[config.mk]
export PLATFORM = sky130hd
export DESIGN_NAME = fastcgi_record_deframer_top
export DESIGN_NICKNAME = d
export VERILOG_FILES = /design/src/hw/rtl/fcgi_pkg.sv /design/src/hw/rtl/fastcgi_record_deframer_top.sv /design/src/hw/rtl/fcgi_parse.sv
export SDC_FILE = /design/constraint.sdc
export NUM_CORES = 1
export LEC_CHECK = 0
export BUFFER_PORTS_ARGS = -buffer_cell sky130_fd_sc_hd__buf_2
export CORE_MARGIN = 4
export CORE_UTILIZATION = 55
export CTS_BUF_LIST = sky130_fd_sc_hd__clkbuf_8 sky130_fd_sc_hd__clkbuf_16
export CTS_CLUSTER_DIAMETER = 120
export DETAILED_ROUTE_END_ITERATION = 7
export PLACE_DENSITY = 0.75
export REMOVE_ABC_BUFFERS = 1
export SETUP_SLACK_MARGIN = 0.5
export SYNTH_ARGS = -nofsm -noshare
export SYNTH_HDL_FRONTEND = slang
export SYNTH_SLANG_ARGS = --single-unit
[constraint.sdc]
create_clock -name clk -period 6.8 [get_ports clk]
set_clock_uncertainty 0.05 [all_clocks]
set_input_delay 0.34 -clock clk [delete_from_list [all_inputs] [get_ports clk]]
set_output_delay 0.34 -clock clk [all_outputs]
set_load 0.05 [all_outputs]
[src/hw/rtl/fcgi_pkg.sv]
`timescale 1ns / 1ps

package fcgi_pkg;

  localparam int HDR_LEN    = 8;
  localparam int BODY_LEN   = 8;
  localparam int TYPE_MAX   = 10;
  localparam int GRP_MAX    = 3;
  localparam int GRP_CNT_W  = 2;
  localparam int CNT_W      = 3;

  localparam logic [7:0] TYPE_BEGIN     = 8'd1;
  localparam logic [7:0] TYPE_ABORT     = 8'd2;
  localparam logic [7:0] TYPE_END       = 8'd3;
  localparam logic [7:0] TYPE_STREAM_LO = 8'd4;
  localparam logic [7:0] TYPE_STREAM_HI = 8'd8;

  typedef enum logic [3:0] {
    EV_NONE    = 4'd0,
    EV_START   = 4'd1,
    EV_DATA    = 4'd2,
    EV_BEGIN   = 4'd3,
    EV_END_REQ = 4'd4,
    EV_ABORT   = 4'd5,
    EV_EOS     = 4'd6,
    EV_REC_END = 4'd7,
    EV_FAIL    = 4'd8
  } ev_t;

  // results caused by one byte; header/body fields gated by event at output
  typedef struct packed {
    logic [GRP_CNT_W-1:0] n;
    ev_t [GRP_MAX-1:0]    ev;
    logic [7:0]           record_type;
    logic [7:0]           version;
    logic [15:0]          request_id;
    logic [15:0]          content_length;
    logic [7:0]           padding_length;
    logic [7:0]           data_byte;
    logic [15:0]          role;
    logic [7:0]           flags;
    logic [31:0]          app_status;
    logic [7:0]           protocol_status;
  } grp_t;

endpackage

[src/hw/rtl/fastcgi_record_deframer_top.sv]
`timescale 1ns / 1ps
// Each accepted byte's results are registered into a two-slot group buffer and offered from its head.
// Throughput: one byte per cycle while each byte yields at most one result and out_ready is high.
// A byte yielding k results (at most three) offers them in order, last on the final; results of
// up to two bytes are buffered, so in_ready drops only when both buffer slots are full.
// Reset: synchronous, clears parser state (awaiting header) and empties the buffer.

module fastcgi_record_deframer_top (
  input  logic        clk,
  input  logic        rst,
  input  logic        in_valid,
  output logic        in_ready,
  input  logic [7:0]  rx_byte,
  output logic        out_valid,
  input  logic        out_ready,
  output logic [3:0]  event_res,
  output logic [7:0]  version,
  output logic [7:0]  record_type,
  output logic [15:0] request_id,
  output logic [15:0] content_length,
  output logic [7:0]  padding_length,
  output logic [7:0]  data_byte,
  output logic [15:0] role,
  output logic [7:0]  flags,
  output logic [31:0] app_status,
  output logic [7:0]  protocol_status,
  output logic        last
);

  fcgi_pkg::grp_t grp_in;
  fcgi_pkg::grp_t grp_q [2];
  fcgi_pkg::grp_t head;
  fcgi_pkg::ev_t  ev;
  logic           grp_push;
  logic           in_fire;
  logic           out_fire;
  logic           grp_pop;
  logic           wr_ptr;
  logic           rd_ptr;
  logic [1:0]     cnt;
  logic [fcgi_pkg::GRP_CNT_W-1:0] idx;
  logic           hdr_ev;

  assign in_ready = (cnt != 2'd2);
  assign in_fire  = in_valid && in_ready;

  fcgi_parse u_parse (
    .clk      (clk),
    .rst      (rst),
    .in_fire  (in_fire),
    .rx_byte  (rx_byte),
    .grp      (grp_in),
    .grp_push (grp_push)
  );

  assign head      = grp_q[rd_ptr];
  assign out_valid = (cnt != 2'd0);
  assign ev        = head.ev[idx];
  assign last      = (idx == head.n - 2'd1);
  assign out_fire  = out_valid && out_ready;
  assign grp_pop   = out_fire && last;
  assign hdr_ev    = (ev == fcgi_pkg::EV_START) || (ev == fcgi_pkg::EV_FAIL);

  assign event_res       = ev;
  assign record_type     = head.record_type;
  assign version         = hdr_ev ? head.version : 8'd0;
  assign request_id      = hdr_ev ? head.request_id : 16'd0;
  assign content_length  = hdr_ev ? head.content_length : 16'd0;
  assign padding_length  = hdr_ev ? head.padding_length : 8'd0;
  assign data_byte       = (ev == fcgi_pkg::EV_DATA) ? head.data_byte : 8'd0;
  assign role            = (ev == fcgi_pkg::EV_BEGIN) ? head.role : 16'd0;
  assign flags           = (ev == fcgi_pkg::EV_BEGIN) ? head.flags : 8'd0;
  assign app_status      = (ev == fcgi_pkg::EV_END_REQ) ? head.app_status : 32'd0;
  assign protocol_status = (ev == fcgi_pkg::EV_END_REQ) ? head.protocol_status : 8'd0;

  always_ff @(posedge clk) begin
    if (rst) begin
      wr_ptr <= 1'b0;
      rd_ptr <= 1'b0;
      cnt    <= '0;
      idx    <= '0;
    end else begin
      if (grp_push) begin
        wr_ptr <= ~wr_ptr;
      end
      if (grp_pop) begin
        rd_ptr <= ~rd_ptr;
        idx    <= '0;
      end else if (out_fire) begin
        idx <= idx + 1'b1;
      end
      cnt <= cnt + {1'b0, grp_push} - {1'b0, grp_pop};
    end
  end

  always_ff @(posedge clk) begin
    if (grp_push) begin
      grp_q[wr_ptr] <= grp_in;
    end
  end

  a_cnt_bound: assert property (@(posedge clk) disable iff (rst)
    cnt != 2'd3)
    else $error("group buffer count out of range");

  a_head_nonempty: assert property (@(posedge clk) disable iff (rst)
    out_valid |-> (head.n != '0) && (idx < head.n))
    else $error("result index beyond buffered group");

  a_fail_last: assert property (@(posedge clk) disable iff (rst)
    out_valid && (ev == fcgi_pkg::EV_FAIL) |-> last)
    else $error("failed result not last of its group");

  a_no_overflow: assert property (@(posedge clk) disable iff (rst)
    (cnt == 2'd2) && !grp_pop |=> (cnt == 2'd2) && !in_ready)
    else $error("group buffer full but input accepted");

endmodule

[src/hw/rtl/fcgi_parse.sv]
`timescale 1ns / 1ps

module fcgi_parse (
  input  logic              clk,
  input  logic              rst,
  input  logic              in_fire,
  input  logic [7:0]        rx_byte,
  output fcgi_pkg::grp_t    grp,
  output logic              grp_push
);

  typedef enum logic [2:0] {
    PH_HEADER,
    PH_PAYLOAD,
    PH_BODY,
    PH_DISCARD,
    PH_PAD,
    PH_FAIL
  } phase_t;

  phase_t phase, phase_next;
  logic [fcgi_pkg::CNT_W-1:0] cnt, cnt_next;
  logic [15:0] crem, crem_next;
  logic [7:0]  prem, prem_next;
  logic [7:0]  ctype, ctype_next;
  logic [7:0]  stage [fcgi_pkg::HDR_LEN-1];
  logic        stage_we;

  fcgi_pkg::ev_t ev_c [fcgi_pkg::GRP_MAX];
  logic [fcgi_pkg::GRP_CNT_W-1:0] n_c;
  logic [7:0]  body [5];
  logic        body_zero;
  logic [7:0]  t;
  logic [15:0] clen;
  logic [7:0]  plen;
  logic        last_cnt;

  assign t        = stage[1];
  assign clen     = {stage[4], stage[5]};
  assign plen     = stage[6];
  assign last_cnt = (cnt == fcgi_pkg::CNT_W'(fcgi_pkg::BODY_LEN - 1));

  always_comb begin
    for (int j = 0; j < 5; j++) begin
      if (body_zero) begin
        body[j] = 8'd0;
      end else if (cnt > fcgi_pkg::CNT_W'(j)) begin
        body[j] = stage[j];
      end else if (cnt == fcgi_pkg::CNT_W'(j)) begin
        body[j] = rx_byte;
      end else begin
        body[j] = 8'd0;
      end
    end
  end

  always_comb begin
    phase_next = phase;
    cnt_next   = cnt;
    crem_next  = crem;
    prem_next  = prem;
    ctype_next = ctype;
    stage_we   = 1'b0;
    body_zero  = 1'b1;
    n_c        = '0;
    for (int i = 0; i < fcgi_pkg::GRP_MAX; i++) begin
      ev_c[i] = fcgi_pkg::EV_NONE;
    end
    case (phase)
      PH_FAIL: begin
      end
      PH_PAYLOAD: begin
        ev_c[n_c] = fcgi_pkg::EV_DATA;
        n_c = n_c + 2'd1;
        crem_next = crem - 16'd1;
        if (crem == 16'd1) begin
          if (prem == 8'd0) begin
            ev_c[n_c] = fcgi_pkg::EV_REC_END;
            n_c = n_c + 2'd1;
            phase_next = PH_HEADER;
          end else begin
            phase_next = PH_PAD;
          end
        end
      end
      PH_BODY: begin
        stage_we  = !last_cnt;
        cnt_next  = cnt + 1'b1;
        crem_next = crem - 16'd1;
        if (last_cnt || crem == 16'd1) begin
          body_zero = 1'b0;
          cnt_next  = '0;
          ev_c[n_c] = (ctype == fcgi_pkg::TYPE_BEGIN) ? fcgi_pkg::EV_BEGIN
                                                      : fcgi_pkg::EV_END_REQ;
          n_c = n_c + 2'd1;
          if (crem != 16'd1) begin
            phase_next = PH_DISCARD;
          end else if (prem == 8'd0) begin
            ev_c[n_c] = fcgi_pkg::EV_REC_END;
            n_c = n_c + 2'd1;
            phase_next = PH_HEADER;
          end else begin
            phase_next = PH_PAD;
          end
        end
      end
      PH_DISCARD: begin
        crem_next = crem - 16'd1;
        if (crem == 16'd1) begin
          if (prem == 8'd0) begin
            ev_c[n_c] = fcgi_pkg::EV_REC_END;
            n_c = n_c + 2'd1;
            phase_next = PH_HEADER;
          end else begin
            phase_next = PH_PAD;
          end
        end
      end
      PH_PAD: begin
        prem_next = prem - 8'd1;
        if (prem == 8'd1) begin
          ev_c[n_c] = fcgi_pkg::EV_REC_END;
          n_c = n_c + 2'd1;
          phase_next = PH_HEADER;
        end
      end
      default: begin
        phase_next = PH_HEADER;
        stage_we   = !last_cnt;
        cnt_next   = cnt + 1'b1;
        if (last_cnt) begin
          cnt_next   = '0;
          ctype_next = t;
          crem_next  = clen;
          prem_next  = plen;
          if (t == 8'd0 || t > 8'(fcgi_pkg::TYPE_MAX)) begin
            ev_c[n_c] = fcgi_pkg::EV_FAIL;
            n_c = n_c + 2'd1;
            phase_next = PH_FAIL;
          end else begin
            ev_c[n_c] = fcgi_pkg::EV_START;
            n_c = n_c + 2'd1;
            if (t == fcgi_pkg::TYPE_ABORT) begin
              ev_c[n_c] = fcgi_pkg::EV_ABORT;
              n_c = n_c + 2'd1;
            end else if (clen == 16'd0 && (t == fcgi_pkg::TYPE_BEGIN ||
                                            t == fcgi_pkg::TYPE_END)) begin
              ev_c[n_c] = (t == fcgi_pkg::TYPE_BEGIN) ? fcgi_pkg::EV_BEGIN
                                                      : fcgi_pkg::EV_END_REQ;
              n_c = n_c + 2'd1;
            end else if (clen == 16'd0 && t >= fcgi_pkg::TYPE_STREAM_LO &&
                         t <= fcgi_pkg::TYPE_STREAM_HI) begin
              ev_c[n_c] = fcgi_pkg::EV_EOS;
              n_c = n_c + 2'd1;
            end
            if (clen != 16'd0) begin
              if (t == fcgi_pkg::TYPE_ABORT) begin
                phase_next = PH_DISCARD;
              end else if (t == fcgi_pkg::TYPE_BEGIN || t == fcgi_pkg::TYPE_END) begin
                phase_next = PH_BODY;
              end else begin
                phase_next = PH_PAYLOAD;
              end
            end else if (plen == 8'd0) begin
              ev_c[n_c] = fcgi_pkg::EV_REC_END;
              n_c = n_c + 2'd1;
              phase_next = PH_HEADER;
            end else begin
              phase_next = PH_PAD;
            end
          end
        end
      end
    endcase
  end

  always_comb begin
    grp.n = n_c;
    for (int i = 0; i < fcgi_pkg::GRP_MAX; i++) begin
      grp.ev[i] = ev_c[i];
    end
    grp.record_type     = ctype_next;
    grp.version         = stage[0];
    grp.request_id      = {stage[2], stage[3]};
    grp.content_length  = clen;
    grp.padding_length  = plen;
    grp.data_byte       = rx_byte;
    grp.role            = {body[0], body[1]};
    grp.flags           = body[2];
    grp.app_status      = {body[0], body[1], body[2], body[3]};
    grp.protocol_status = body[4];
  end

  assign grp_push = in_fire && (n_c != '0);

  always_ff @(posedge clk) begin
    if (rst) begin
      phase <= PH_HEADER;
      cnt   <= '0;
      crem  <= '0;
      prem  <= '0;
      ctype <= '0;
    end else if (in_fire) begin
      phase <= phase_next;
      cnt   <= cnt_next;
      crem  <= crem_next;
      prem  <= prem_next;
      ctype <= ctype_next;
    end
  end

  always_ff @(posedge clk) begin
    if (in_fire && stage_we) begin
      stage[cnt] <= rx_byte;
    end
  end

endmodule

==> results of run 1 <==
==> per-stage QoR <==
stage | util (%) | hold WS [ps] | TNS [ps] | instance area, µm²
floorplan | - | 359 | -88160 | 14100
global placement | 60.3 | 400 | 0 | 15300
detailed placement | 60.3 | 413 | 0 | 15300
CTS | 64.4 | 187 | 0 | 16300
global route | 64.4 | 216 | 0 | 16300
finish | 64.4 | 199 | 0 | 16300
==> synthesized netlist by cell type (all sizes together), types with 7 or more instances <==
cell type / count
edfxtp: 284
nor2: 209
mux2i: 110
nand2: 97
a21oi: 47
dfxtp: 45
o21ai: 35
clkbuf: 33
a22oi: 31
buf: 28
nor3: 27
nand3: 23
inv: 19
nor4: 17
ha: 13
nand2b: 10
a211oi: 9
mux2: 9
and2: 7
nand3b: 7
nor2b: 7
or3: 7
==> power groups by stage <==
stage	clock, W	sequential (W)	combinational, W
after detailed placement	0	0.00233	0.000450
after global routing	0.00184	0.00230	0.000496
after global placement	0	0.00233	0.000443
after floorplan	0	0.00232	0.000323
after CTS	0.00175	0.00229	0.000453
final	0.00172	0.00229	0.000454
==> flip-flops by register name, indices dropped and copies added (netlist names), named ones only <==
name and cells:
idx 2, wr_ptr 1, u_parse.crem 16, grp_q 228, u_parse.phase 3, rd_ptr 1
u_parse.cnt 3, u_parse.stage 56, u_parse.ctype 8, u_parse.prem 8, cnt 2
==> cells in the final DEF (no fill, tap or decap), types with 8 or more instances in the layout <==
cell	instances
a22oi_1	31
nor4_1	15
nor3_1	26
inv_1	26
nor2_1	208
a21oi_1	46
dfxtp_1	44
a211oi_1	8
edfxtp_1	284
mux2i_1	109
nand2_1	97
mux2_2	9
clkbuf_16	35
o21ai_0	32
ha_1	13
nand2b_1	10
buf_4	13
buf_2	146
nand3_1	23
==> area by class of cell <==
type                            count  share of cell area [%]
Multi-Input combinational cell    740                    27.9
Timing Repair Buffer              159                    5.07
Sequential cell                   329                    57.7
Clock buffer                       37                    5.53
Clock inverter                     22                   0.796
Tap cell                          330                    2.53
Inverter                           20                   0.459
==> worst paths after layout <==
| path | slack (ps) | cells after the start | startpoint | end |
|---|---|---|---|---|
| worst max-delay path | 2180 | 11 | u_parse.stage[4][1] | grp_q[0][15] |
| worst min-delay path | 200 | 4 | out_ready | idx[0] |
| worst max register to register | 2180 | 11 | u_parse.stage[4][1] | grp_q[0][15] |
| worst min register to register | 420 | 2 | u_parse.ctype[2] | u_parse.ctype[2] |
==> kinds of logic after synthesis <==
logic type,after synthesis
buffers and inverters,81
AND/OR/NAND/NOR,433
multiplexers,122
AO/OA/AOI/OAI,167
XOR/XNOR,5
adder cells (fa/ha/maj),13
flip-flops,329
==> worst max-delay path: stages, from the launching register on <==
cell      delay [ps]
edfxtp_1         450
nor4_1           540
and4_1           550
a21oi_1          160
nor3_1           160
o21a_1           150
ha_1             230
mux2i_2          220
a211oi_4         120
a31oi_2          250
and2b_4          860
buf_4            480
==> routing by layer <==
metal  part of all wire, %  vias to the layer above  global-route usage (%)
li1                      -                     4497                       -
met1                    42                     4575                    29.6
met2                    49                      343                    36.8
met3                   6.9                       36                    4.19
met4                   1.5                        0                    4.66
met5                     0                        -                       0
==> impl_metrics.ini, run 1 <==
[outcome]
status = finished, final reports clean

[cells_and_area]
antenna_cells = 0
seq_area_um2 = 9430
multi_input_area_um2 = 4560
nFillCells = 1921
area_delta_synth_final_pct = 14.2
final_cells = 1637
nNetsFinal = 1309
drive_above_1_share_pct = 18.3

[place]
place_hpwl_mm = 20.0
dp.cells = 1578
post-place-ws_ps = 2250
routabilityCongestion = 0.928
port_buffers = 146

[synthesis]
synth-xor-area-share_pct = 0.306
synth_top_family_by_area = simple AND/OR/NAND/NOR gates
synth_area_leaders = edfxtp_1 (60%), mux2i_1 (7.6%), dfxtp_1 (6.3%), nor2_1 (5.5%), nand2_1 (2.5%)
synth.area.mux_share_pct = 8.90
netlist_area_um2 = 14300
synth_top_area_share_pct = 59.6
synth_top_area_cell = edfxtp_1
syn_inst = 1150
synth-compound-area-share_pct = 7.73
syn_area_per_cell_um2 = 12.4
synth-warning-count = 0
synthArstFlopShare_pct = 0
synthAdderAreaFrac_pct = 1.14
seq_area_frac_synth_pct = 65.9
synth.distinct_cells = 69
synth-edff-count = 284
synthFlopType = edfxtp_1
yosys.area_share.simple_pct = 13.7
ys_ff_latch = 329

[floorplanning]
io_pins = 147
start_util_pct = 56.3
dieArea_um2 = 28700
num_rows = 58
core_um2 = 25400
dieWidth_um = 169
die_h_um = 169

[worst_setup_path]
endpoint_kind = flop
arrival_ps = 4750
worst-path-max-fanout = 65
critical_path_class = flop to flop
crit_path_start_kind = flop
required_ps = 6920

[drt]
dr.first_iter.drc_count = 813
wire_per_inst_um = 19.2
routed_via_density = 5.77
final_antenna_net_count = 0
drc = 0
dr.pass1.iters = 6
wl_mm = 31.5
vias = 9451

[cts]
tritoncts = built
postCtsHoldBufs = 0
path_clk_slew_ps = 60
cts_resized = 0
root_buffer = clkbuf_16
htree_levels = 2
postCtsSetupBuffers = 0
cts.sinks = 329
cts.path.max_buffers = 3
clk_latency_ps = 520
cts_made_buffers = 34

[timing]
tightestPinTransition_ps = 1120
max_freq_mhz = 216
finalHoldViolCount = 0
slew_headroom_pct = 25.1
setup_viol = 0
drv_slew = 0
min_period_over_period_pct = 68.0
fin_crit_ps = 4620
setup_ws_ps = 2180
grt_setup_unrepaired = false

[pwr]
power_frac_seq_pct = 51.3
totalPowerFinal_w = 0.00447
power_density_nw_per_um2 = 274
intPower_w = 0.00337
vdd_ir_drop_max_mv = 0.195
p_sw_share_pct = 24.6
p_leak_nw = 5.70
pwr-share-clk_pct = 38.6
combinationalPowerShare_pct = 10.1
p_sw_w = 0.00110

[grt]
grtUsageTotal_pct = 21.7
antenna_found_initial = 0
first_global_vias = 9059
globalRoute.totalOverflow = 0
grt_pass1_wl_mm = 49.3
grt_max_degree = 66

[run]
maxCapViolations = 0

[min_path]
min_path_type = input port to flop
No activity file was read; power rests on OpenSTA's default activity.
==> run 2: changes to the inputs <==
--- a/config.mk
+++ b/config.mk
@@ -5,13 +5,14 @@
 export SDC_FILE = /design/constraint.sdc
 export NUM_CORES = 1
 export LEC_CHECK = 0
+export ABC_AREA = 1
 export BUFFER_PORTS_ARGS = -buffer_cell sky130_fd_sc_hd__buf_2
 export CORE_MARGIN = 4
-export CORE_UTILIZATION = 55
+export CORE_UTILIZATION = 53
 export CTS_BUF_LIST = sky130_fd_sc_hd__clkbuf_8 sky130_fd_sc_hd__clkbuf_16
 export CTS_CLUSTER_DIAMETER = 120
 export DETAILED_ROUTE_END_ITERATION = 7
-export PLACE_DENSITY = 0.75
+export PLACE_DENSITY = 0.76
 export REMOVE_ABC_BUFFERS = 1
 export SETUP_SLACK_MARGIN = 0.5
 export SYNTH_ARGS = -nofsm -noshare
==> constraint.sdc (replaced) <==
create_clock -name clk -period 4.09 [get_ports clk]
set_clock_uncertainty 0.05 [all_clocks]
set_input_delay 0.2045 -clock clk [delete_from_list [all_inputs] [get_ports clk]]
set_output_delay 0.2045 -clock clk [all_outputs]
set_load 0.05 [all_outputs]
==> run 2 against run 1 <==
Final area grew 2.3%. Sequential share of layout area shrank 1.3 points. Die area grew 4.3%.
==> impl_metrics.ini, run 2 <==
[synthesis]
synthFlopType = edfxtp_1
synth_area_leaders = edfxtp_1 (59%), nand2_1 (7.8%), dfxtp_1 (6.2%), nor2_1 (4.9%), a21oi_1 (3.3%)
synth.distinct_cells = 44
syn_inst = 1374
synth_top_area_share_pct = 59.2
ys_ff_latch = 329
synth-warning-count = 0
syn_area_per_cell_um2 = 10.5
synth-edff-count = 284
synth.most_common_cell = nand2_1
synth_top_area_cell = edfxtp_1
netlist_area_um2 = 14400
seq_area_frac_synth_pct = 65.4
synthArstFlopShare_pct = 0
ys_top_cells_by_count = nand2_1 (300), edfxtp_1 (284), nor2_1 (190)

[cts]
cts.path.max_buffers = 3
cts.sinks = 329
tritoncts = built
htree_levels = 2
root_buffer = clkbuf_16
postCtsHoldBufs = 0
cts_made_buffers = 34
path_clk_slew_ps = 60
clk_latency_ps = 520

[worst_setup_path]
r2r_cells = 20
rr_endpoint = grp_q[0][140]
worst-path-max-fanout = 30
required_ps = 4230
worstReg2RegStart = u_parse.stage[5][0]
arrival_ps = 3470
reg2reg_slack_ps = 760
endpoint_kind = flop
crit_path_start_kind = flop
critical_path_class = flop to flop

[cells_and_area]
nNetsFinal = 1549
fin_util_pct = 62.2
final_cell_mix = nand2_1 (300), edfxtp_1 (284), nor2_1 (188)
finalInstanceArea_um2 = 16700
max_flop_register = grp_q
area_delta_synth_final_pct = 16.0
antenna_cells = 0
reg.largest.list = grp_q: 228 flops, u_parse.stage: 56 flops, u_parse.crem: 16 flops
final_common_cell = nand2_1
largest_reg_flops = 228
drive_above_1_share_pct = 17.6

[timing]
finalHoldViolCount = 0
fin_crit_ps = 3330
grt_setup_unrepaired = true
hold_ws_ps = 20.5
min_period_over_period_pct = 81.5
max_freq_mhz = 300
slew_headroom_pct = 40.2
tightestPinTransition_ps = 897
setup_viol = 0
drv_slew = 0

[drt]
drc = 0
wire_per_inst_um = 18.7
dr.pass1.iters = 5
dr.first_iter.drc_count = 1071
wl_mm = 35.4
vias = 10600
final_antenna_net_count = 0
routed_via_density = 5.58

[place]
place_hpwl_mm = 22.3
routabilityCongestion = 0.878
port_buffers = 146
place_area_um2 = 15500

[min_path]
hold_start = out_ready
hold_depth = 3
min_path_type = input port to flop
min_to = idx[0]

[floorplanning]
dieWidth_um = 173
num_rows = 60
io_pins = 147
dieArea_um2 = 29900
die_h_um = 173
start_util_pct = 53.6
core_um2 = 26900

[grt]
grt_max_degree = 69
grtUsageTotal_pct = 22.9
first_global_vias = 10300
globalRoute.totalOverflow = 0
antenna_found_initial = 0
grt_pass1_wl_mm = 55.4

[run]
maxCapViolations = 0

[pwr]
vdd_ir_drop_max_mv = 0.423
power_density_nw_per_um2 = 474
p_leak_nw = 6.61

[outcome]
status = finished, final reports clean
[run 2: timing repair]
action,4_1_cts,5_1_grt
pin swaps,0,1
setup endpoints to repair,40,233
buffers inserted,1,4
resized for setup,0,9
cloned,0,2
[run 2: per-stage QoR]
step                      setup TNS, ps  total power (W)  setup WS (ps)  instances
after CTS                             0          0.00794            574       1885
after global routing                  0          0.00822            484       1891
after floorplan                -1082230          0.00465          -6350       1317
after global placement                0          0.00493            703       1822
final                                 0          0.00792            757       1891
after detailed placement              0          0.00495            598       1822
[run 2: area by class of cell]
class | instances | area, µm²
repair buffers | 171 | 1010
inverters | 122 | 463
clock buffers | 38 | 917
flip-flops and latches | 329 | 9430
well taps | 341 | 427
multi-input cells | 866 | 4290
fillers | 2143 | 10200
clock inverters | 24 | 184
[run 2: how the worst max path moves through the flow]
stage,startpoint,endpoint,slack (ps),cells after the start
after global routing,u_parse.stage[5][0],grp_q[0][72],480,20
final,u_parse.stage[5][0],grp_q[0][140],760,20
after detailed placement,u_parse.stage[5][4],grp_q[0][84],600,19
after CTS,flop,data_byte[5],570,8
after global placement,u_parse.stage[5][7],grp_q[0][118],700,19
after floorplan,u_parse.stage[4][2],grp_q[0][0],-6350,18
[run 2: per-layer routing]
layer | vias to the layer above | track usage [%] | share of wire (%)
met5 | - | 0 | 0
met4 | 0 | 6.75 | 2.3
met3 | 59 | 3.37 | 6.7
met2 | 391 | 39.2 | 50
met1 | 5109 | 30.6 | 41
li1 | 5001 | - | -
[run 2: kinds of logic after synthesis]
kind of cell	Yosys count	share of synthesized area, %
AO/OA/AOI/OAI	231	9.40
XOR/XNOR	10	0.608
adder cells (fa/ha/maj)	13	1.13
buffers and inverters	179	5.03
flip-flops	329	65.4
multiplexers	25	1.74
AND/OR/NAND/NOR	587	16.7
[run 2: power by group]
part,internal (W),switching [W]
sequential,0.00376,0.0000756
clock,0.00174,0.00127
combinational,0.000277,0.000799
total,0.00578,0.00214
[run 2: critical path, stage by stage (launching register included)]
cell and delay [ps]:
edfxtp_1 420, nor2_1 180, nand2_1 140, nor2_4 180, nand2_1 130, inv_2 100, nand2_1 100, nand2_1 110
nor2_1 50, inv_1 50, ha_1 210, nand3b_1 150, nand2_1 60, inv_1 30, nand2_1 50, nand2_1 40
nand3_1 110, nor2_1 120, nor3_4 280, buf_12 170, buf_8 260
